$ cat src/rtl/asc_pkg.sv
package asc_pkg;

   // activity codes
   typedef enum logic [1:0] {
      ACT_IDLE    = 2'd0,
      ACT_MOVING  = 2'd1,
      ACT_WALKING = 2'd2
   } activity_type;

   // register indexes of the csr port
   typedef enum logic [2:0] {
      CSR_GRAVITY   = 3'd0,
      CSR_THRESHOLD = 3'd1,
      CSR_IDLE_CONF = 3'd2,
      CSR_WALK_TOUT = 3'd3,
      CSR_IDLE_POLL = 3'd4,
      CSR_MOVE_POLL = 3'd5
   } csr_index_type;

   localparam int RunWidth   = 8;
   localparam int CountWidth = 8;
   localparam int CmpWidth   = (RunWidth > CountWidth) ? RunWidth : CountWidth;
   localparam logic [RunWidth-1:0] RunMax = {RunWidth{1'b1}};

   localparam int QDepth     = 4;
   localparam int QPtrWidth  = 2;
   localparam int QCntWidth  = 3;

   localparam logic [14:0] GravityReset   = 15'd16393;
   localparam logic [14:0] ThresholdReset = 15'd1000;
   localparam logic [7:0]  IdleConfReset  = 8'd10;
   localparam logic [7:0]  WalkToutReset  = 8'd10;
   localparam logic [15:0] IdlePollReset  = 16'd1000;
   localparam logic [15:0] MovePollReset  = 16'd100;

   typedef struct packed {
      logic [14:0] gravity_lsb;
      logic [14:0] motion_threshold_lsb;
      logic [7:0]  idle_confirm_count;
      logic [7:0]  walking_timeout_count;
      logic [15:0] idle_poll_ms;
      logic [15:0] moving_poll_ms;
   } cfg_type;

   // classified sample handed from front to back
   typedef struct packed {
      logic        moving;
      logic        accel_ok;
      logic [15:0] step_total;
      logic        step_ok;
   } item_type;

   // queue status seen by front and back
   typedef struct packed {
      logic [QCntWidth-1:0] count;
      logic                 not_empty;
   } q_status_type;

   // saturating run counter step
   function automatic logic [RunWidth-1:0] run_inc(input logic [RunWidth-1:0] v);
      return (v == RunMax) ? RunMax : v + RunWidth'(1);
   endfunction

endpackage

$ cat src/rtl/asc_channels.sv
// sample request channel
interface asc_req_if;
   logic               valid;
   logic               ready;
   logic signed [15:0] accel_x;
   logic signed [15:0] accel_y;
   logic signed [15:0] accel_z;
   logic               accel_ok;
   logic [15:0]        step_total;
   logic               step_ok;

   modport source (output valid, accel_x, accel_y, accel_z, accel_ok, step_total, step_ok,
                   input ready);
   modport sink   (input valid, accel_x, accel_y, accel_z, accel_ok, step_total, step_ok,
                   output ready);
endinterface

// classification result channel
interface asc_rsp_if;
   logic        valid;
   logic        ready;
   logic [1:0]  activity;
   logic        moving_now;
   logic        active_sample;
   logic [15:0] step_delta;
   logic [15:0] poll_interval;
   logic        status;

   modport source (output valid, activity, moving_now, active_sample, step_delta,
                   poll_interval, status, input ready);
   modport sink   (input valid, activity, moving_now, active_sample, step_delta,
                   poll_interval, status, output ready);
endinterface

$ cat src/rtl/asc_front.sv
module asc_front (
   input  logic                  clock,
   input  logic                  reset,
   asc_req_if.sink               req,
   input  asc_pkg::cfg_type      cfg,
   input  asc_pkg::q_status_type q_status,
   output logic                  push,
   output asc_pkg::item_type     push_item
);

   logic                              accept;
   logic [asc_pkg::QCntWidth-1:0]     credit_used;

   logic        s1_valid_ff, s1_valid_in;
   logic [31:0] sq_x_ff, sq_y_ff, sq_z_ff;
   logic        s1_accel_ok_ff, s1_step_ok_ff;
   logic [15:0] s1_steps_ff;

   logic        s2_valid_ff;
   logic [31:0] sum_ff, sum_in;
   logic        s2_accel_ok_ff, s2_step_ok_ff;
   logic [15:0] s2_steps_ff;

   logic [15:0] hi_bound;
   logic [14:0] lo_bound;
   logic [31:0] hi_sq_ff, hi_sq_in, lo_sq_ff, lo_sq_in;
   logic        lo_en_ff, lo_en_in;

   // space is reserved in the queue for every sample in flight
   assign credit_used = q_status.count
                        + asc_pkg::QCntWidth'(s1_valid_ff)
                        + asc_pkg::QCntWidth'(s2_valid_ff);
   assign req.ready   = (credit_used < asc_pkg::QCntWidth'(asc_pkg::QDepth));
   assign accept      = req.valid && req.ready;
   assign s1_valid_in = accept;

   // squared bounds of the magnitude window
   assign hi_bound = {1'b0, cfg.gravity_lsb} + {1'b0, cfg.motion_threshold_lsb};
   assign lo_bound = cfg.gravity_lsb - cfg.motion_threshold_lsb;
   assign lo_en_in = cfg.gravity_lsb > cfg.motion_threshold_lsb;
   assign hi_sq_in = 32'(hi_bound) * 32'(hi_bound);
   assign lo_sq_in = 32'(lo_bound) * 32'(lo_bound);

   always_ff @(posedge clock) begin
      hi_sq_ff <= hi_sq_in;
      lo_sq_ff <= lo_sq_in;
      lo_en_ff <= lo_en_in;
   end

   // stage valids
   always_ff @(posedge clock) begin
      if (reset) begin
         s1_valid_ff <= 1'b0;
         s2_valid_ff <= 1'b0;
      end else begin
         s1_valid_ff <= s1_valid_in;
         s2_valid_ff <= s1_valid_ff;
      end
   end

   // stage 1: per-axis squares
   always_ff @(posedge clock) begin
      sq_x_ff        <= 32'(req.accel_x * req.accel_x);
      sq_y_ff        <= 32'(req.accel_y * req.accel_y);
      sq_z_ff        <= 32'(req.accel_z * req.accel_z);
      s1_accel_ok_ff <= req.accel_ok;
      s1_steps_ff    <= req.step_total;
      s1_step_ok_ff  <= req.step_ok;
   end

   // stage 2: sum of squares, fits 32 bits for three 16-bit axes
   assign sum_in = sq_x_ff + sq_y_ff + sq_z_ff;

   always_ff @(posedge clock) begin
      sum_ff         <= sum_in;
      s2_accel_ok_ff <= s1_accel_ok_ff;
      s2_steps_ff    <= s1_steps_ff;
      s2_step_ok_ff  <= s1_step_ok_ff;
   end

   // motion test against the window, then into the queue
   assign push                 = s2_valid_ff;
   assign push_item.moving     = s2_accel_ok_ff &&
                                 ((sum_ff > hi_sq_ff) || (lo_en_ff && (sum_ff < lo_sq_ff)));
   assign push_item.accel_ok   = s2_accel_ok_ff;
   assign push_item.step_total = s2_steps_ff;
   assign push_item.step_ok    = s2_step_ok_ff;

endmodule

$ cat src/rtl/asc_queue.sv
module asc_queue (
   input  logic                  clock,
   input  logic                  reset,
   input  logic                  push,
   input  asc_pkg::item_type     push_item,
   input  logic                  pop,
   output asc_pkg::item_type     head_item,
   output asc_pkg::q_status_type q_status
);

   asc_pkg::item_type entry_ff [asc_pkg::QDepth];

   logic [asc_pkg::QPtrWidth-1:0] wr_ptr_ff, wr_ptr_in;
   logic [asc_pkg::QPtrWidth-1:0] rd_ptr_ff, rd_ptr_in;
   logic [asc_pkg::QCntWidth-1:0] count_ff, count_in;

   // pointer and fill count update
   always_comb begin
      wr_ptr_in = push ? wr_ptr_ff + asc_pkg::QPtrWidth'(1) : wr_ptr_ff;
      rd_ptr_in = pop  ? rd_ptr_ff + asc_pkg::QPtrWidth'(1) : rd_ptr_ff;
      count_in  = count_ff + asc_pkg::QCntWidth'(push) - asc_pkg::QCntWidth'(pop);
   end

   always_ff @(posedge clock) begin
      if (reset) begin
         wr_ptr_ff <= '0;
         rd_ptr_ff <= '0;
         count_ff  <= '0;
      end else begin
         wr_ptr_ff <= wr_ptr_in;
         rd_ptr_ff <= rd_ptr_in;
         count_ff  <= count_in;
      end
   end

   // entry storage
   always_ff @(posedge clock) begin
      if (push) begin
         entry_ff[wr_ptr_ff] <= push_item;
      end
   end

   assign head_item          = entry_ff[rd_ptr_ff];
   assign q_status.count     = count_ff;
   assign q_status.not_empty = (count_ff != '0);

endmodule

$ cat src/rtl/asc_back.sv
module asc_back (
   input  logic                  clock,
   input  logic                  reset,
   input  asc_pkg::cfg_type      cfg,
   input  asc_pkg::q_status_type q_status,
   input  asc_pkg::item_type     head_item,
   output logic                  pop,
   asc_rsp_if.source             rsp
);

   asc_pkg::activity_type         act_ff, act_in;
   logic [asc_pkg::RunWidth-1:0]  quiet_ff, quiet_in;
   logic [asc_pkg::RunWidth-1:0]  stepless_ff, stepless_in;
   logic [15:0]                   baseline_ff, baseline_in;

   logic                          rsp_valid_ff, rsp_valid_in;
   logic [1:0]                    activity_ff;
   logic                          moving_ff, active_ff, status_ff;
   logic [15:0]                   delta_ff, poll_ff;

   logic                          moving_in, active_in, status_in;
   logic [15:0]                   delta_in, poll_in;

   // take the next item when the output register is free or drains
   assign pop          = q_status.not_empty && (!rsp_valid_ff || rsp.ready);
   assign rsp_valid_in = pop || (rsp_valid_ff && !rsp.ready);

   // activity state update for one sample
   always_comb begin
      act_in      = act_ff;
      quiet_in    = quiet_ff;
      stepless_in = stepless_ff;
      baseline_in = baseline_ff;
      moving_in   = 1'b0;
      active_in   = 1'b0;
      status_in   = 1'b0;
      delta_in    = '0;
      if (!head_item.accel_ok) begin
         status_in = 1'b1;
      end else begin
         moving_in = head_item.moving;
         // leaving idle seeds the step baseline
         if (act_ff == asc_pkg::ACT_IDLE && head_item.moving) begin
            act_in      = asc_pkg::ACT_MOVING;
            quiet_in    = '0;
            stepless_in = '0;
            if (head_item.step_ok) begin
               baseline_in = head_item.step_total;
            end
         end
         if (act_in != asc_pkg::ACT_IDLE) begin
            active_in = 1'b1;
            // step tracking
            if (head_item.step_ok) begin
               delta_in    = head_item.step_total - baseline_in;
               baseline_in = head_item.step_total;
               if (delta_in != '0) begin
                  stepless_in = '0;
                  if (act_in == asc_pkg::ACT_MOVING) begin
                     act_in = asc_pkg::ACT_WALKING;
                  end
               end else begin
                  stepless_in = asc_pkg::run_inc(stepless_in);
                  if (act_in == asc_pkg::ACT_WALKING &&
                      asc_pkg::CmpWidth'(stepless_in) >=
                      asc_pkg::CmpWidth'(cfg.walking_timeout_count)) begin
                     act_in = asc_pkg::ACT_MOVING;
                  end
               end
            end
            // quiet tracking
            if (head_item.moving) begin
               quiet_in = '0;
            end else begin
               quiet_in = asc_pkg::run_inc(quiet_in);
               if (asc_pkg::CmpWidth'(quiet_in) >=
                   asc_pkg::CmpWidth'(cfg.idle_confirm_count)) begin
                  act_in = asc_pkg::ACT_IDLE;
               end
            end
         end
      end
      poll_in = (act_in == asc_pkg::ACT_IDLE) ? cfg.idle_poll_ms : cfg.moving_poll_ms;
   end

   // state and output valid
   always_ff @(posedge clock) begin
      if (reset) begin
         act_ff       <= asc_pkg::ACT_IDLE;
         quiet_ff     <= '0;
         stepless_ff  <= '0;
         baseline_ff  <= '0;
         rsp_valid_ff <= 1'b0;
      end else begin
         rsp_valid_ff <= rsp_valid_in;
         if (pop) begin
            act_ff      <= act_in;
            quiet_ff    <= quiet_in;
            stepless_ff <= stepless_in;
            baseline_ff <= baseline_in;
         end
      end
   end

   // result register
   always_ff @(posedge clock) begin
      if (pop) begin
         activity_ff <= act_in;
         moving_ff   <= moving_in;
         active_ff   <= active_in;
         delta_ff    <= delta_in;
         poll_ff     <= poll_in;
         status_ff   <= status_in;
      end
   end

   assign rsp.valid         = rsp_valid_ff;
   assign rsp.activity      = activity_ff;
   assign rsp.moving_now    = moving_ff;
   assign rsp.active_sample = active_ff;
   assign rsp.step_delta    = delta_ff;
   assign rsp.poll_interval = poll_ff;
   assign rsp.status        = status_ff;

endmodule

$ cat src/rtl/activity_state_classifier_top.sv
// Activity classifier: takes one accelerometer sample with a pedometer count per transfer
// and returns one result (idle, moving or walking, step delta, poll interval) per sample,
// in order. A new sample can be taken every cycle. Each sample passes two front stages (axis
// squares, then sum of squares, followed by the window test), the four-entry queue and the
// output register of the state unit. The front holds back only when the queue together
// with the samples in its stages would be full, which happens when the result side stalls.
// The user must write registers through the csr port only while no sample is in flight;
// the block itself does not enforce this.
module activity_state_classifier_top (
   input  logic        clock,
   input  logic        reset,
   asc_req_if.sink     req_chan,
   asc_rsp_if.source   rsp_chan,
   input  logic        csr_we,
   input  logic [2:0]  csr_index,
   input  logic [15:0] csr_wdata
);

   asc_pkg::cfg_type      cfg_ff;
   asc_pkg::q_status_type q_status;
   asc_pkg::item_type     push_item;
   asc_pkg::item_type     head_item;
   logic                  push;
   logic                  pop;

   // configuration registers
   always_ff @(posedge clock) begin
      if (reset) begin
         cfg_ff.gravity_lsb           <= asc_pkg::GravityReset;
         cfg_ff.motion_threshold_lsb  <= asc_pkg::ThresholdReset;
         cfg_ff.idle_confirm_count    <= asc_pkg::IdleConfReset;
         cfg_ff.walking_timeout_count <= asc_pkg::WalkToutReset;
         cfg_ff.idle_poll_ms          <= asc_pkg::IdlePollReset;
         cfg_ff.moving_poll_ms        <= asc_pkg::MovePollReset;
      end else if (csr_we) begin
         case (asc_pkg::csr_index_type'(csr_index))
            asc_pkg::CSR_GRAVITY:   cfg_ff.gravity_lsb           <= csr_wdata[14:0];
            asc_pkg::CSR_THRESHOLD: cfg_ff.motion_threshold_lsb  <= csr_wdata[14:0];
            asc_pkg::CSR_IDLE_CONF: cfg_ff.idle_confirm_count    <= csr_wdata[7:0];
            asc_pkg::CSR_WALK_TOUT: cfg_ff.walking_timeout_count <= csr_wdata[7:0];
            asc_pkg::CSR_IDLE_POLL: cfg_ff.idle_poll_ms          <= csr_wdata;
            asc_pkg::CSR_MOVE_POLL: cfg_ff.moving_poll_ms        <= csr_wdata;
            default: ;
         endcase
      end
   end

   asc_front u_front (
      .clock     (clock),
      .reset     (reset),
      .req       (req_chan),
      .cfg       (cfg_ff),
      .q_status  (q_status),
      .push      (push),
      .push_item (push_item)
   );

   asc_queue u_queue (
      .clock     (clock),
      .reset     (reset),
      .push      (push),
      .push_item (push_item),
      .pop       (pop),
      .head_item (head_item),
      .q_status  (q_status)
   );

   asc_back u_back (
      .clock     (clock),
      .reset     (reset),
      .cfg       (cfg_ff),
      .q_status  (q_status),
      .head_item (head_item),
      .pop       (pop),
      .rsp       (rsp_chan)
   );

   // queue never overfills
   a_q_bound: assert property (@(posedge clock) disable iff (reset)
      q_status.count <= asc_pkg::QCntWidth'(asc_pkg::QDepth))
      else $error("queue count out of range");

   a_q_push: assert property (@(posedge clock) disable iff (reset)
      (push && !pop) |-> (q_status.count < asc_pkg::QCntWidth'(asc_pkg::QDepth)))
      else $error("push into full queue");

   // a sample skipped by the active path reports no motion and no steps
   a_skip: assert property (@(posedge clock) disable iff (reset)
      (rsp_chan.valid && !rsp_chan.active_sample) |->
      (!rsp_chan.moving_now && rsp_chan.step_delta == 16'd0))
      else $error("skipped sample carries motion or steps");

   a_fail: assert property (@(posedge clock) disable iff (reset)
      (rsp_chan.valid && rsp_chan.status) |-> !rsp_chan.active_sample)
      else $error("failed read ran the active path");

   // poll interval follows the reported activity
   a_poll: assert property (@(posedge clock) disable iff (reset)
      (rsp_chan.valid && rsp_chan.activity == asc_pkg::ACT_IDLE) |->
      (rsp_chan.poll_interval == cfg_ff.idle_poll_ms))
      else $error("idle poll interval mismatch");

endmodule

$ cat src/flat_wrapper.sv
// flat-port wrapper written by rule: the top's interface ports become plain ports
module activity_state_classifier_top_flat 
  (clock, reset, csr_we, csr_index, csr_wdata, req_chan_valid, req_chan_accel_x, req_chan_accel_y, req_chan_accel_z, req_chan_accel_ok, req_chan_step_total, req_chan_step_ok, req_chan_ready, rsp_chan_valid, rsp_chan_activity, rsp_chan_moving_now, rsp_chan_active_sample, rsp_chan_step_delta, rsp_chan_poll_interval, rsp_chan_status, rsp_chan_ready);
  asc_req_if req_chan_i ();
  asc_rsp_if rsp_chan_i ();
  input  logic clock;
  input  logic reset;
  input  logic csr_we;
  input  logic [2:0] csr_index;
  input  logic [15:0] csr_wdata;
  input wire logic [$bits(req_chan_i.valid)-1:0] req_chan_valid;
  input wire logic [$bits(req_chan_i.accel_x)-1:0] req_chan_accel_x;
  input wire logic [$bits(req_chan_i.accel_y)-1:0] req_chan_accel_y;
  input wire logic [$bits(req_chan_i.accel_z)-1:0] req_chan_accel_z;
  input wire logic [$bits(req_chan_i.accel_ok)-1:0] req_chan_accel_ok;
  input wire logic [$bits(req_chan_i.step_total)-1:0] req_chan_step_total;
  input wire logic [$bits(req_chan_i.step_ok)-1:0] req_chan_step_ok;
  output wire logic [$bits(req_chan_i.ready)-1:0] req_chan_ready;
  output wire logic [$bits(rsp_chan_i.valid)-1:0] rsp_chan_valid;
  output wire logic [$bits(rsp_chan_i.activity)-1:0] rsp_chan_activity;
  output wire logic [$bits(rsp_chan_i.moving_now)-1:0] rsp_chan_moving_now;
  output wire logic [$bits(rsp_chan_i.active_sample)-1:0] rsp_chan_active_sample;
  output wire logic [$bits(rsp_chan_i.step_delta)-1:0] rsp_chan_step_delta;
  output wire logic [$bits(rsp_chan_i.poll_interval)-1:0] rsp_chan_poll_interval;
  output wire logic [$bits(rsp_chan_i.status)-1:0] rsp_chan_status;
  input wire logic [$bits(rsp_chan_i.ready)-1:0] rsp_chan_ready;
  assign req_chan_i.valid = req_chan_valid;
  assign req_chan_i.accel_x = req_chan_accel_x;
  assign req_chan_i.accel_y = req_chan_accel_y;
  assign req_chan_i.accel_z = req_chan_accel_z;
  assign req_chan_i.accel_ok = req_chan_accel_ok;
  assign req_chan_i.step_total = req_chan_step_total;
  assign req_chan_i.step_ok = req_chan_step_ok;
  assign req_chan_ready = req_chan_i.ready;
  assign rsp_chan_valid = rsp_chan_i.valid;
  assign rsp_chan_activity = rsp_chan_i.activity;
  assign rsp_chan_moving_now = rsp_chan_i.moving_now;
  assign rsp_chan_active_sample = rsp_chan_i.active_sample;
  assign rsp_chan_step_delta = rsp_chan_i.step_delta;
  assign rsp_chan_poll_interval = rsp_chan_i.poll_interval;
  assign rsp_chan_status = rsp_chan_i.status;
  assign rsp_chan_i.ready = rsp_chan_ready;
  activity_state_classifier_top u_core (.clock(clock), .reset(reset), .req_chan(req_chan_i), .rsp_chan(rsp_chan_i), .csr_we(csr_we), .csr_index(csr_index), .csr_wdata(csr_wdata));
endmodule
$ cat config.mk
export PLATFORM = sky130hd
export DESIGN_NAME = activity_state_classifier_top_flat
export DESIGN_NICKNAME = d
export VERILOG_FILES = /design/src/rtl/asc_pkg.sv /design/src/rtl/asc_channels.sv /design/src/rtl/asc_front.sv /design/src/rtl/asc_queue.sv /design/src/rtl/asc_back.sv /design/src/rtl/activity_state_classifier_top.sv /design/src/flat_wrapper.sv
export SDC_FILE = /design/constraint.sdc
export NUM_CORES = 2
export LEC_CHECK = 0
export BUFFER_PORTS_ARGS = -buffer_cell sky130_fd_sc_hd__buf_2
export CELL_PAD_IN_SITES_DETAIL_PLACEMENT = 0
export CELL_PAD_IN_SITES_GLOBAL_PLACEMENT = 1
export CORE_ASPECT_RATIO = 0.9
export CORE_MARGIN = 2
export CORE_UTILIZATION = 34
export CTS_BUF_LIST = sky130_fd_sc_hd__clkbuf_8 sky130_fd_sc_hd__clkbuf_16
export DETAILED_ROUTE_END_ITERATION = 8
export GPL_ROUTABILITY_DRIVEN = 0
export PLACE_DENSITY = 0.55
export SLEW_MARGIN = 20
export SYNTH_ARGS = -nofsm -noshare
export SYNTH_HDL_FRONTEND = slang
export SYNTH_SLANG_ARGS = --single-unit
export TNS_END_PERCENT = 30
$ cat constraint.sdc
create_clock -name clock -period 9.45 [get_ports clock]
set_input_delay 0.945 -clock clock [delete_from_list [all_inputs] [get_ports clock]]
set_output_delay 0.945 -clock clock [all_outputs]
set_load 0.005 [all_outputs]
Word-level counts from Yosys, hierarchy flattened
Memories as Yosys holds them, arrays and structs flattened. A register that Yosys moved wholly into a read port is not among the register bits.
Index checks and enable logic that the tools add are counted.

storage, ports and cells
  bits in registers = 386
  bits in writable memories = 76
  bits of input ports = 90
  output and inout bits = 39
  memories kept = 1

cells by class
  add/subtract/negate cells = 13
  $mul = 5
  magnitude comparators = 6
  equal/unequal tests = 9
  muxes and demuxes = 33
  reduce and logical (&&, ||, !) cells = 26

memory list
  memory                   depth  width  read ports  clocked after memory_dff  write ports  RTL line         source
  u_core.u_queue.entry_ff  4      19     1           1                         1            asc_queue.sv:11  asc_pkg::item_type entry_ff [asc_pkg::QDepth];

operators with widths
  operator               number
  $mul A16 B16 Y32       4
  $mux W16               6
  $mux W8                11
  $add A32 B32 Y32       2
  $gt A32 B32 Y1         1
  $lt A32 B30 Y1         1
  $mul A15 B15 Y30       1
  $mux W2                12
  $add A15 B15 Y16       1
  $add A8 B1 Y8 const B  2
  $eq A8 B8 Y1 const B   2
  $ge A8 B8 Y1           2
  $reduce_bool A16 Y1    1
  $sub A16 B16 Y16       1
  $gt A15 B15 Y1         1
  $sub A15 B15 Y15       1
  $reduce_and A2 Y1      7
  $add A3 B1 Y3          3
  $logic_and A1 B1 Y1    7
  $eq A3 B2 Y1 const B   2
  $eq A3 B3 Y1 const B   2
  $add A2 B1 Y2 const B  2
  $logic_not A2 Y1       2
  $mux W1                4
  other kinds (11)       14

Logic depth before layout (Yosys ltp)
  word-level depth = 17
  gate-level depth with buffers = 35
  mapped depth without buffers = 34

Cells and area by module
A second synthesis with hierarchy kept.

unflattened totals
  cell total of the unflattened synthesis = 6,276
  area total of the unflattened synthesis = 60,635.7 um^2

by module, submodules not included
  module                         instances  cells each  area an instance (um^2)  seq. area each (um^2)
  asc_front                      1          5,272       49,165.9                 4,464.3
  asc_back                       1          568         5,089.9                  1,811.7
  asc_queue                      1          140         3,219.3                  2,462.4
  activity_state_classifier_top  1          296         3,160.5                  1,561.5

Worst setup path after synthesis
OpenSTA, ideal clock, no wires.

  path type = reg-to-reg
  start = reg u_core.cfg_ff[49] (netlist name)
  end = reg u_core.u_front.lo_sq_ff[29]
  data arrival time = 8,037 ps
  required time = 9,378 ps
  slack = 1,341 ps
  stages on the path, launching flop included = 34
  buffers on the path = 1
  clock period less this slack = 8,109 ps
  cell sequence = dfxtp_1 inv_1 ha_1 nor2b_1 o31a_1 o2111ai_1 a21boi_0 or4_1 a31oi_1 o21bai_1 xnor2_1 clkbuf_1 nor2_1 fa_1 inv_1 fa_1 inv_1 fa_1 fa_1 fa_1 inv_1 fa_1 inv_1 ha_1 a21o_1 o21bai_1 nor3_1 a21oi_1 o31ai_1 nor2_1 a211oi_1 o21a_1 xor2_1 xnor2_1

between the ends
  longest elaborated chain between the ends = 2

RTL lines
  element                          RTL line                             source
  from (decl)                      activity_state_classifier_top.sv:19  asc_pkg::cfg_type cfg_ff;
  $sub A15 B15 Y15                 asc_front.sv:39                      assign lo_bound = cfg.gravity_lsb - cfg.motion_threshold_lsb;
  $mul A15 B15 Y30                 asc_front.sv:42                      assign lo_sq_in = 32'(lo_bound) * 32'(lo_bound);
  net u_core.u_front.lo_sq_in[29]  asc_front.sv:26                      logic [31:0] hi_sq_ff, hi_sq_in, lo_sq_ff, lo_sq_in;
  to (signal assigned)             asc_front.sv:46                      lo_sq_ff <= lo_sq_in;
  to (decl)                        asc_front.sv:26

The timed path passes the listed nets, and every way through them passes these cells.
A chain may end at the register's enable or synchronous reset.

Final worst setup path
  start = reg u_core.cfg_ff[49] (netlist name)
  end = reg u_core.u_front.hi_sq_ff[30]

between the ends
  longest elaborated chain between the ends = 2

RTL lines
  element                          RTL line         source
  $add A15 B15 Y16                 asc_front.sv:38  assign hi_bound = {1'b0, cfg.gravity_lsb} + {1'b0, cfg.motion_threshold_lsb};
  $mul A16 B16 Y32                 asc_front.sv:41  assign hi_sq_in = 32'(hi_bound) * 32'(hi_bound);
  net u_core.u_front.hi_sq_in[30]  asc_front.sv:26
  to (signal assigned)             asc_front.sv:45  hi_sq_ff <= hi_sq_in;
  to (decl)                        asc_front.sv:26

The timed path passes the listed nets, and every way through them passes these cells.

==> out/summary.txt <==
Outcome: complete, no violations
Cell mode on critical path: fa_1
Pin count of the biggest net entering global routing: 77
Yosys reg bits: 458
Cells after Synth: 6189
Number of synthesized flops with an enable pin: 113
CTS tree: done
Core box area: 173000 µm²
Yosys cell types: 82
Post-synth top area cell: fa_1
Clk_skew: 0.0258 ns
Total Routing Usage GR: 16.9%
CP Class: reg -> reg
Num CTS Buffers: 55
Postcts setup bufs: 0
Die Ht: 399 µm
Share of cells above drive strength 1: 5.21%
Slew HR: 35.4%
Arrival time at the worst endpoint: 9.26 ns
Mapped cell area: 59100 µm²
Area share of the largest cell type after synthesis: 35.7%
Clock Tree Buf Depth: 3
Filler cells: 17709
Fmax: 0.115 GHz
Setup-failing EPs final: 0
Max incr delay on CP: 0.55 ns
Clock-pin slew on the worst setup and hold paths: 0.06 ns
P&R area growth vs syn: 8.65%
I/O pin total: 129
Max-slew violations: 0
Hold endpoint: u_core.u_front.s2_steps_ff[15]
CTS Hold Bufs: 0
Initial core utilization: 34.1%
CP max FO: 10
Cell row count: 145
Antenna violations before repair: 1
Worst skew pair latency: 0.66 ns
Routed Antenna Nets: 0
Most frequent cell after synthesis: inv_1
Synthesized area per cell: 9.54 µm²
WL final: 144000 µm
CTS HTree Levels: 2
Nets: 8024
First-pass GRT wire length: 239000 µm
GRT overflow: 0
Required time of the critical path: 9.98 ns
CTS Root Cell: clkbuf_16
Final min period: 8.73 ns
Vias in the first global route: 42813
Die footprint: 177000 µm²
Drt drc: 0
Starting DRT DRC Count: 1787
Vias per Instance: 4.60
Fin crit share: 92.4%
Worst Hold Path Cells: 0
Ranking of synthesized cells by area: fa_1 (36%), ha_1 (13%), dfxtp_1 (12%), inv_1 (9.5%), edfxtp_1 (5.7%)
Worst min path class: reg -> reg
Most used DFF post-synth: dfxtp_1
Slowest CP cell: fa_1
Synth async-reset ratio: 0%
Maxcap violations: 0
Top cells by count, synth: inv_1 (1493), fa_1 (1053), nand2_1 (602)
Sequential area share after synthesis: 17.4%
CTS sink cnt: 458
Post-cts resize count: 0
Worst r2r dst: u_core.u_front.hi_sq_ff[30]
Wirelength per Cell: 16.8 µm
DR vias: 39622
First-pass DRT Iterations: 7
Yosys warns: 0
Slew @ Worst Pin: 0.968 ns
Startpoint types: register
Setup TNS: 0 ns
Reg2Reg Setup Slack: 0.72 ns
Worst R2R Path Depth: 31
Hold_sp: u_core.u_front.s1_steps_ff[15]
RSZ-0062 raised after global routing: false
Die Wd: 443 µm
IO Port Bufs: 128
Critical path endpoint category: register
Final hold vios: 0
Origin of the critical flop-to-flop path: u_core.cfg_ff[49]
HPWL after detailed placement: 120000 µm
-- stage by stage --
step	worst slack [ns]	utilization, %	instances	hold slack (ns)	instance area [µm²]
finish	0.720	37.1	8611	0.321	64200
global route	0.0406	37.1	8608	0.329	64200
CTS	0.263	37.1	8608	0.321	64200
detailed placement	0.326	36.1	8508	0.312	62400
global placement	0.555	36.1	8508	0.311	62400
floorplan	1.34	-	6191	0.310	59100
-- cell usage in the layout, fill, tap and decap left out, types with 47 or more instances in the layout --
cell type	n
inv_1	1515
fa_1	1053
nand2_1	602
ha_1	594
dfxtp_1	345
nor2_1	344
a21oi_1	252
xnor2_1	195
and2_1	157
buf_2	127
edfxtp_1	113
o21ai_0	111
a21o_1	75
xor2_1	66
nand2b_1	65
clkbuf_16	56
buf_4	53
nor3_1	49
nand3_1	48
nor2b_1	47
-- how the worst max path moves through the flow --
stage                           start                           to  slack (ns)  depth (start not counted)
floorplan           u_core.cfg_ff[49]  u_core.u_front.lo_sq_ff[29]        1.34                         33
global placement    u_core.cfg_ff[50]  u_core.u_front.hi_sq_ff[31]        0.55                         31
detailed placement  u_core.cfg_ff[50]  u_core.u_front.hi_sq_ff[31]        0.33                         31
CTS                 u_core.cfg_ff[50]  u_core.u_front.hi_sq_ff[31]        0.26                         31
global route        u_core.cfg_ff[49]  u_core.u_front.hi_sq_ff[30]        0.04                         31
finish              u_core.cfg_ff[49]  u_core.u_front.hi_sq_ff[30]        0.72                         31
-- critical path, delay by kind of cell, from the launching register on --
family / cells / cell delay (ns)
DFF: 1 / 0.46
adders and majority gates: 8 / 3.65
and+or+nand+nor: 6 / 1.14
buffers and inverters: 5 / 0.58
xor gates and xnor gates: 2 / 0.36
AOI/OAI and AO/OA: 10 / 2.41
-- layout make-up --
type / count / area, µm² / share of cell area (%)
Timing Repair Buffer: 180 / 1030 / 1.61
Tap cell: 2278 / 2850 / 4.44
Inverter: 1508 / 5660 / 8.82
Sequential cell: 458 / 10300 / 16.1
Clock inverter: 41 / 289 / 0.450
Multi-Input combinational cell: 4084 / 42600 / 66.4
Antenna cell: 3 / 7.51 / 0.0117
Clock buffer: 59 / 1440 / 2.25
-- cells by family after synthesis --
logic type | synth area share (%)
simple gates | 11.2
buf+inv | 10.5
xor+xnor | 3.90
flops | 17.4
compound gates | 7.16
fa+ha+maj | 48.3
other cells | 0.00635
mux | 1.52
-- state kept, by name, indices dropped and copies added, names as in the netlist, 8 cells and up, named ones only --
| name | cells |
|---|---|
| u_core.cfg_ff | 78 |
| u_core.u_back.baseline_ff | 16 |
| u_core.u_back.quiet_ff | 8 |
| u_core.u_back.rsp.poll_interval | 16 |
| u_core.u_back.rsp.step_delta | 16 |
| u_core.u_back.stepless_ff | 8 |
| u_core.u_front.hi_sq_ff | 31 |
| u_core.u_front.lo_sq_ff | 28 |
| u_core.u_front.s1_steps_ff | 16 |
| u_core.u_front.s2_steps_ff | 16 |
| u_core.u_front.sq_x_ff | 31 |
| u_core.u_front.sq_y_ff | 31 |
| u_core.u_front.sq_z_ff | 31 |
| u_core.u_front.sum_ff | 32 |
| u_core.u_queue.entry_ff | 76 |
-- per-layer routing --
| layer | track usage, % | up-vias | share of wire, % |
|---|---|---|---|
| li1 | - | 19217 | - |
| met1 | 24.8 | 19859 | 50 |
| met2 | 27.7 | 449 | 46 |
| met3 | 1.71 | 97 | 2.7 |
| met4 | 2.31 | 0 | 1.2 |
| met5 | 0 | - | 0 |
Power is left out: the tool's default activity adds up to more than one toggle a clock period on the data nets, which glitch-free logic cannot reach.
